--- src/rtl/core/rvex_pkg.sv ---
// Package for the RV32IM integer execute unit.
// Holds operation codes, the kind enum and the item struct shared by the pipeline cells and the top level.
`timescale 1ns / 1ps
package rvex_pkg;
  localparam int unsigned STAGES = 34;

  localparam logic [2:0] F3_ADD  = 3'd0;
  localparam logic [2:0] F3_SLL  = 3'd1;
  localparam logic [2:0] F3_SLT  = 3'd2;
  localparam logic [2:0] F3_SLTU = 3'd3;
  localparam logic [2:0] F3_XOR  = 3'd4;
  localparam logic [2:0] F3_SR   = 3'd5;
  localparam logic [2:0] F3_OR   = 3'd6;
  localparam logic [2:0] F3_AND  = 3'd7;

  localparam logic [2:0] F3_MUL    = 3'd0;
  localparam logic [2:0] F3_MULH   = 3'd1;
  localparam logic [2:0] F3_MULHSU = 3'd2;
  localparam logic [2:0] F3_MULHU  = 3'd3;
  localparam logic [2:0] F3_DIV    = 3'd4;
  localparam logic [2:0] F3_DIVU   = 3'd5;
  localparam logic [2:0] F3_REM    = 3'd6;
  localparam logic [2:0] F3_REMU   = 3'd7;

  localparam logic [6:0] F7_BASE = 7'b000_0000;
  localparam logic [6:0] F7_MD   = 7'b000_0001;
  localparam logic [6:0] F7_ALT  = 7'b010_0000;

  // Kind of work one item needs after decode.
  typedef enum logic [1:0] {
    KIND_DONE = 2'd0,
    KIND_MUL  = 2'd1,
    KIND_DIV  = 2'd2
  } kind_e;

  // What travels from cell to cell. For a divide, rem holds the partial
  // remainder, quo the dividend being shifted into quotient bits.
  typedef struct packed {
    logic        valid;
    kind_e       kind;
    logic [2:0]  func;
    logic        illegal;
    logic [31:0] result;
    logic [32:0] rem;
    logic [31:0] quo;
    logic [31:0] dvs;
    logic        neg_q;
    logic        neg_r;
    logic        special;
    logic [63:0] prod;
  } cell_t;
endpackage

--- src/rtl/core/rvex_cell.sv ---
// One cell of the execute chain: does one restoring divide step, forms the full
// multiply product, or only carries, and hands the item on. Uses rvex_pkg.
`timescale 1ns / 1ps
module rvex_cell
  import rvex_pkg::*;
#(
  parameter int unsigned MulStep = 0,
  parameter int unsigned DivStep = 0
) (
  input  logic  clk_i,
  input  logic  rst_ni,
  input  logic  en_i,
  input  cell_t item_i,
  input  logic [31:0] ma_i,
  input  logic [31:0] mb_i,
  output cell_t item_o
);
  cell_t nxt;
  cell_t data_q;
  logic  valid_q;
  logic [32:0] trial;
  logic [32:0] shifted;

  always_comb begin
    nxt = item_i;
    shifted = {item_i.rem[31:0], item_i.quo[31]};
    trial = shifted - {1'b0, item_i.dvs};
    if (DivStep == 1 && item_i.kind == KIND_DIV) begin
      if (!trial[32]) begin
        nxt.rem = trial;
      end else begin
        nxt.rem = shifted;
      end
      nxt.quo = {item_i.quo[30:0], ~trial[32]};
    end
    if (item_i.kind == KIND_MUL && MulStep == 1) begin
      nxt.prod = 64'(ma_i) * 64'(mb_i);
    end
  end

  always_ff @(posedge clk_i or negedge rst_ni) begin
    if (!rst_ni) begin
      valid_q <= 1'b0;
    end else if (en_i) begin
      valid_q <= item_i.valid;
    end
  end

  always_ff @(posedge clk_i) begin
    if (en_i) begin
      data_q <= nxt;
    end
  end

  always_comb begin
    item_o = data_q;
    item_o.valid = valid_q;
  end
endmodule

--- config.mk ---
export PLATFORM = sky130hd
export DESIGN_NAME = rvex_cell
export DESIGN_NICKNAME = d
export VERILOG_FILES = /design/src/rtl/core/rvex_pkg.sv /design/src/rtl/core/rvex_cell.sv
export SDC_FILE = /design/constraint.sdc
export NUM_CORES = 1
export LEC_CHECK = 0
export BUFFER_PORTS_ARGS = -buffer_cell sky130_fd_sc_hd__buf_2
export CELL_PAD_IN_SITES_DETAIL_PLACEMENT = 0
export CELL_PAD_IN_SITES_GLOBAL_PLACEMENT = 1
export CORE_AREA = 8 8 177 179
export DETAILED_ROUTE_END_ITERATION = 8
export DIE_AREA = 0 0 185 187
export GPL_TIMING_DRIVEN = 0
export PLACE_DENSITY = 0.64
export REMOVE_ABC_BUFFERS = 1
export SLEW_MARGIN = 10
export SYNTH_ARGS = -nofsm -noshare
export SYNTH_HDL_FRONTEND = slang
export SYNTH_SLANG_ARGS = --single-unit
--- constraint.sdc ---
create_clock -name clk_i -period 0.9 [get_ports clk_i]
set_input_delay 0.27 -clock clk_i [delete_from_list [all_inputs] [get_ports clk_i]]
set_output_delay 0.27 -clock clk_i [all_outputs]
set_load 0.01 [all_outputs]
## After elaboration in Yosys (flattened, before gate mapping)

Index checks and enable logic that the tools add are counted.
W data, S select, Z words.

- Bits in registers: 203
- Input bits: 270
- Output and inout bits: 203
- Logic and storage cells: 12

## Longest topological paths before layout

- Depth in word-level cells: 0
- Depth in mapped cells: 1

## Least setup slack after synthesis

Ideal clock, no wire load.

- Path type: reg2out
- Start: reg valid_q
- End: out item_o[202] (netlist bit)
- Arrival: 485 ps
- Path slack: 145 ps
- Stages on the path, launching flop included: 2
- Buffers on the path: 1
- Cells stage by stage: dfrtp_1 -> buf_4

RTL lines:

| item | line | text |
|---|---|---|
| from (decl) | rvex_cell.sv:20 | `logic valid_q;` |
| from (signal assigned) | rvex_cell.sv:45 | `valid_q <= item_i.valid;` |
| to (decl) | rvex_cell.sv:16 | `output cell_t item_o` |

No word-level cell between the ends.

## Final worst setup path

- Start: reg data_q, in the netlist item_o[169]
- End: out item_o[169] (netlist bit)

RTL lines:

| item | line | text |
|---|---|---|
| from (decl) | rvex_cell.sv:19 | `cell_t data_q;` |
| from (signal assigned) | rvex_cell.sv:51 | `data_q <= nxt;` |

No word-level cell between the ends.

==> results by group <==
Status
  • Outcome: finished with violations
  • Failing checks: negative setup slack

Pwr
  • Final Power: around 0.023 W
  • Pwr per Cell Area: roughly 2000 mW/mm²
  • Net switching power: 0.00510 W
  • Pleak: 4.87 nW
  • Sequential share of power: 0.496
  • Int Power: 0.0180 W
  • Net Sw Frac: 0.221
  • Clock network fraction of total power: 0.387
  • Worst voltage drop across the vdd grid: 0.00155 V
  • Power share of the combinational group: 0.116

Final layout
  • Final-stage net count: approximately 1,100
  • Share of cells above drive strength 1: 0.520
  • Final design instance area without fill: 0.0116 mm²
  • Final std cells w/o fill: approximately 1,200
  • Area growth from synthesis to final layout: 89.2%

Timing
  • Sum of negative setup slack: -77.05 ns
  • Clock skew after layout: 0 ns
  • Count of endpoints failing setup in the final report: 203
  • Worst slew margin: 0.636
  • Slew of the pin with the lowest slew margin: 0.547 ns
  • Min Tclk post-route: 1.41 ns
  • Slew Limit Fails: 0
  • Final cycle utilization of the critical path: 1.56
  • Final Hold Viols: 0
  • Worst setup margin: -0.507 ns
  • Highest achievable clock rate: 711 MHz
  • Setup repair after global routing missed its margin: yes

Placed design
  • RD Place Congestion: ~0.77
  • Count of buffers from port buffering: 408
  • Placed Instances: 997
  • Total cell area at the placement stage: 0.00867 mm²
  • Pre-CTS setup slack: -0.880 ns

Clock tree
  • Clock Sinks: approximately 200
  • Clock transition at the registers of the reported paths: about 0.060 ns
  • Number of buffers inserted during clock tree synthesis: 23
  • Worst-skew pair later-pin latency: 0.50 ns
  • Clock tree from TritonCTS: done
  • Clk root buf: sky130_fd_sc_hd__clkbuf_16
  • Max Buffers Root-to-Sink: 3
  • H-Tree Depth: 1

Worst setup path
  • Type of element launching the critical path: flip-flop
  • Worst Setup End Kind: output pin
  • Worst Path Class, Setup: flip-flop to output pin
  • Top cell family by delay on the critical path: flip-flops
  • Register-to-Register Setup Slack: 0.02 ns
  • R2R cell count: 2
  • Slowest cell delay on critical path: 0.47 ns
  • Buffer and inverter count on the worst path: 1
  • Worst Path Max Fanout: 1
  • Arrival time at the worst endpoint: 1.14 ns
  • Launch point of the worst reg-to-reg path: valid_q
  • Worst endpoint required time: 0.63 ns
  • Number of cells on the critical path: 1
  • Critical Path, Cell by Cell: buf_6
  • Slowest CP cell: sky130_fd_sc_hd__edfxtp_1
  • Reg-to-reg critical path endpoint: valid_q

Detailed routing
  • Avg WL per Cell: 17.8 µm
  • Via-per-instance ratio: approximately 3.7
  • Number of DRC markers in iteration 0: 135
  • Wire length after detailed routing: approximately 22,000 µm
  • # DRC: 0
  • Overall via count from detail_route: between 4,000 and 5,000
  • Router iterations before antenna repair: 4
  • Post-DRT Antenna Nets: 0

Die
  • Height of the die: 187 µm
  • Die footprint: roughly 0.035 mm²
  • Boundary Pins: roughly 470
  • Chip Width: 185 µm
  • Initial Utilization: 0.215
  • Number of cell rows: 62
  • Placeable Area: 0.0284 mm²

Synthesis
  • Cell variety after synth: 4
  • Synthesized area per cell: approximately 30 µm²
  • Cell area after synthesis: 0.00611 mm²
  • Synth Warn #: 0
  • Sequential element share of the synthesized area: 0.996
  • Seq cells post-synth: 203
  • Synth Instances: 205

Global route
  • Overflow left after global routing: 0
  • Via count of the first global-routing pass: 5,273
  • Largest net degree at the start of global routing: 98
  • Global-route wire length before repair: 32,100 µm
  • Antenna violations before repair: 5
  • Global-route total usage across every layer: 0.121

Job
  • # Max-Cap Violations: 0

Worst hold path
  • Class of the tightest hold or removal check: primary input to async pin
[cells by family after synthesis]
kind of cell,count (synthesis),share of synthesized area
buffers and inverters,1,0.00123
flip-flops,203,0.996
multiplexers,1,0.00246
[repair_timing]
| action | 4_1_cts | 5_1_grt |
|---|---|---|
| hold buffers | 204 | 0 |
| endpoints found under the setup margin | 311 | 204 |
| cloned | 1 | 0 |
| pin swaps | 0 | 0 |
| gates resized for setup | 10 | 11 |
| setup buffers | 1 | 1 |
| hold endpoints to repair | 204 | 0 |
[flip-flops by register name (all words and copies together), names as in the netlist]
register,count
item_o,202
valid_q,1
[metrics by stage]
| stage | hold slack [ns] | utilization |
|---|---|---|
| floorplan | -0.0256 | - |
| global placement | 0.0479 | 0.304 |
| detailed placement | 0.0478 | 0.305 |
| CTS | 0.125 | 0.405 |
| global route | 0.132 | 0.407 |
| finish | 0.121 | 0.407 |
[metal layers]
layer | track usage | vias up | wire [µm]
li1 | - | 2133 | -
met1 | 0.121 | 2134 | 7700
met2 | 0.222 | 270 | 11200
met3 | 0.0524 | 32 | 2700
met4 | 0.0363 | 0 | 558
met5 | 0 | - | 0
[how the worst max path moves through the flow]
stage	from	endpoint	slack, ns
6_report	item_o[169]	item_o[169]	-0.51
5_1_grt	item_o[169]	item_o[169]	-0.56
4_1_cts	item_o[169]	item_o[169]	-0.55
3_5_place_dp	en_i	item_o[149]	-0.88
3_3_place_gp	en_i	valid_q	-3.26
2_1_floorplan	valid_q	valid_q	0.12
[final cells by class]
class	count	area [µm²]
Fill cell	2596	16800
Multi-Input combinational cell	1	15.0
Sequential cell	203	6090
Clock buffer	26	587
Tap cell	384	480
Antenna cell	5	12.5
Timing Repair Buffer	615	4250
Clock inverter	15	134
[cells in the final DEF, fill, tap and decap left out]
cell                            synthesis  final
sky130_fd_sc_hd__buf_6                  0     13
sky130_fd_sc_hd__clkinv_1               0      3
sky130_fd_sc_hd__clkinv_2               0      6
sky130_fd_sc_hd__diode_2                0      5
sky130_fd_sc_hd__clkbuf_16              0     23
sky130_fd_sc_hd__clkinv_4               0      2
sky130_fd_sc_hd__dlygate4sd3_1          0    204
sky130_fd_sc_hd__clkinvlp_4             0      2
sky130_fd_sc_hd__buf_2                  0    395
sky130_fd_sc_hd__edfxtp_1             202    202
sky130_fd_sc_hd__buf_16                 0      3
sky130_fd_sc_hd__mux2_4                 1      1
sky130_fd_sc_hd__bufinv_16              0      2
sky130_fd_sc_hd__clkbuf_1               0      3
sky130_fd_sc_hd__dfrtp_1                1      1
[cell usage after synthesis]
cell type	count	area, µm²
sky130_fd_sc_hd__mux2_4	1	15.0
sky130_fd_sc_hd__buf_4	1	7.51
sky130_fd_sc_hd__edfxtp_1	202	6070
sky130_fd_sc_hd__dfrtp_1	1	25.0
[power by group through the flow]
stage / registers [W] / logic, W / clock network (W)
3_3_place_gp: 0.0116 / 0.00188 / 0
4_1_cts: 0.0114 / 0.00268 / 0.00933
6_report: 0.0114 / 0.00268 / 0.00893
5_1_grt: 0.0115 / 0.00288 / 0.00966
3_5_place_dp: 0.0116 / 0.00191 / 0
2_1_floorplan: 0.0120 / 0.00000739 / 0
(Power assumes the default switching activity.)
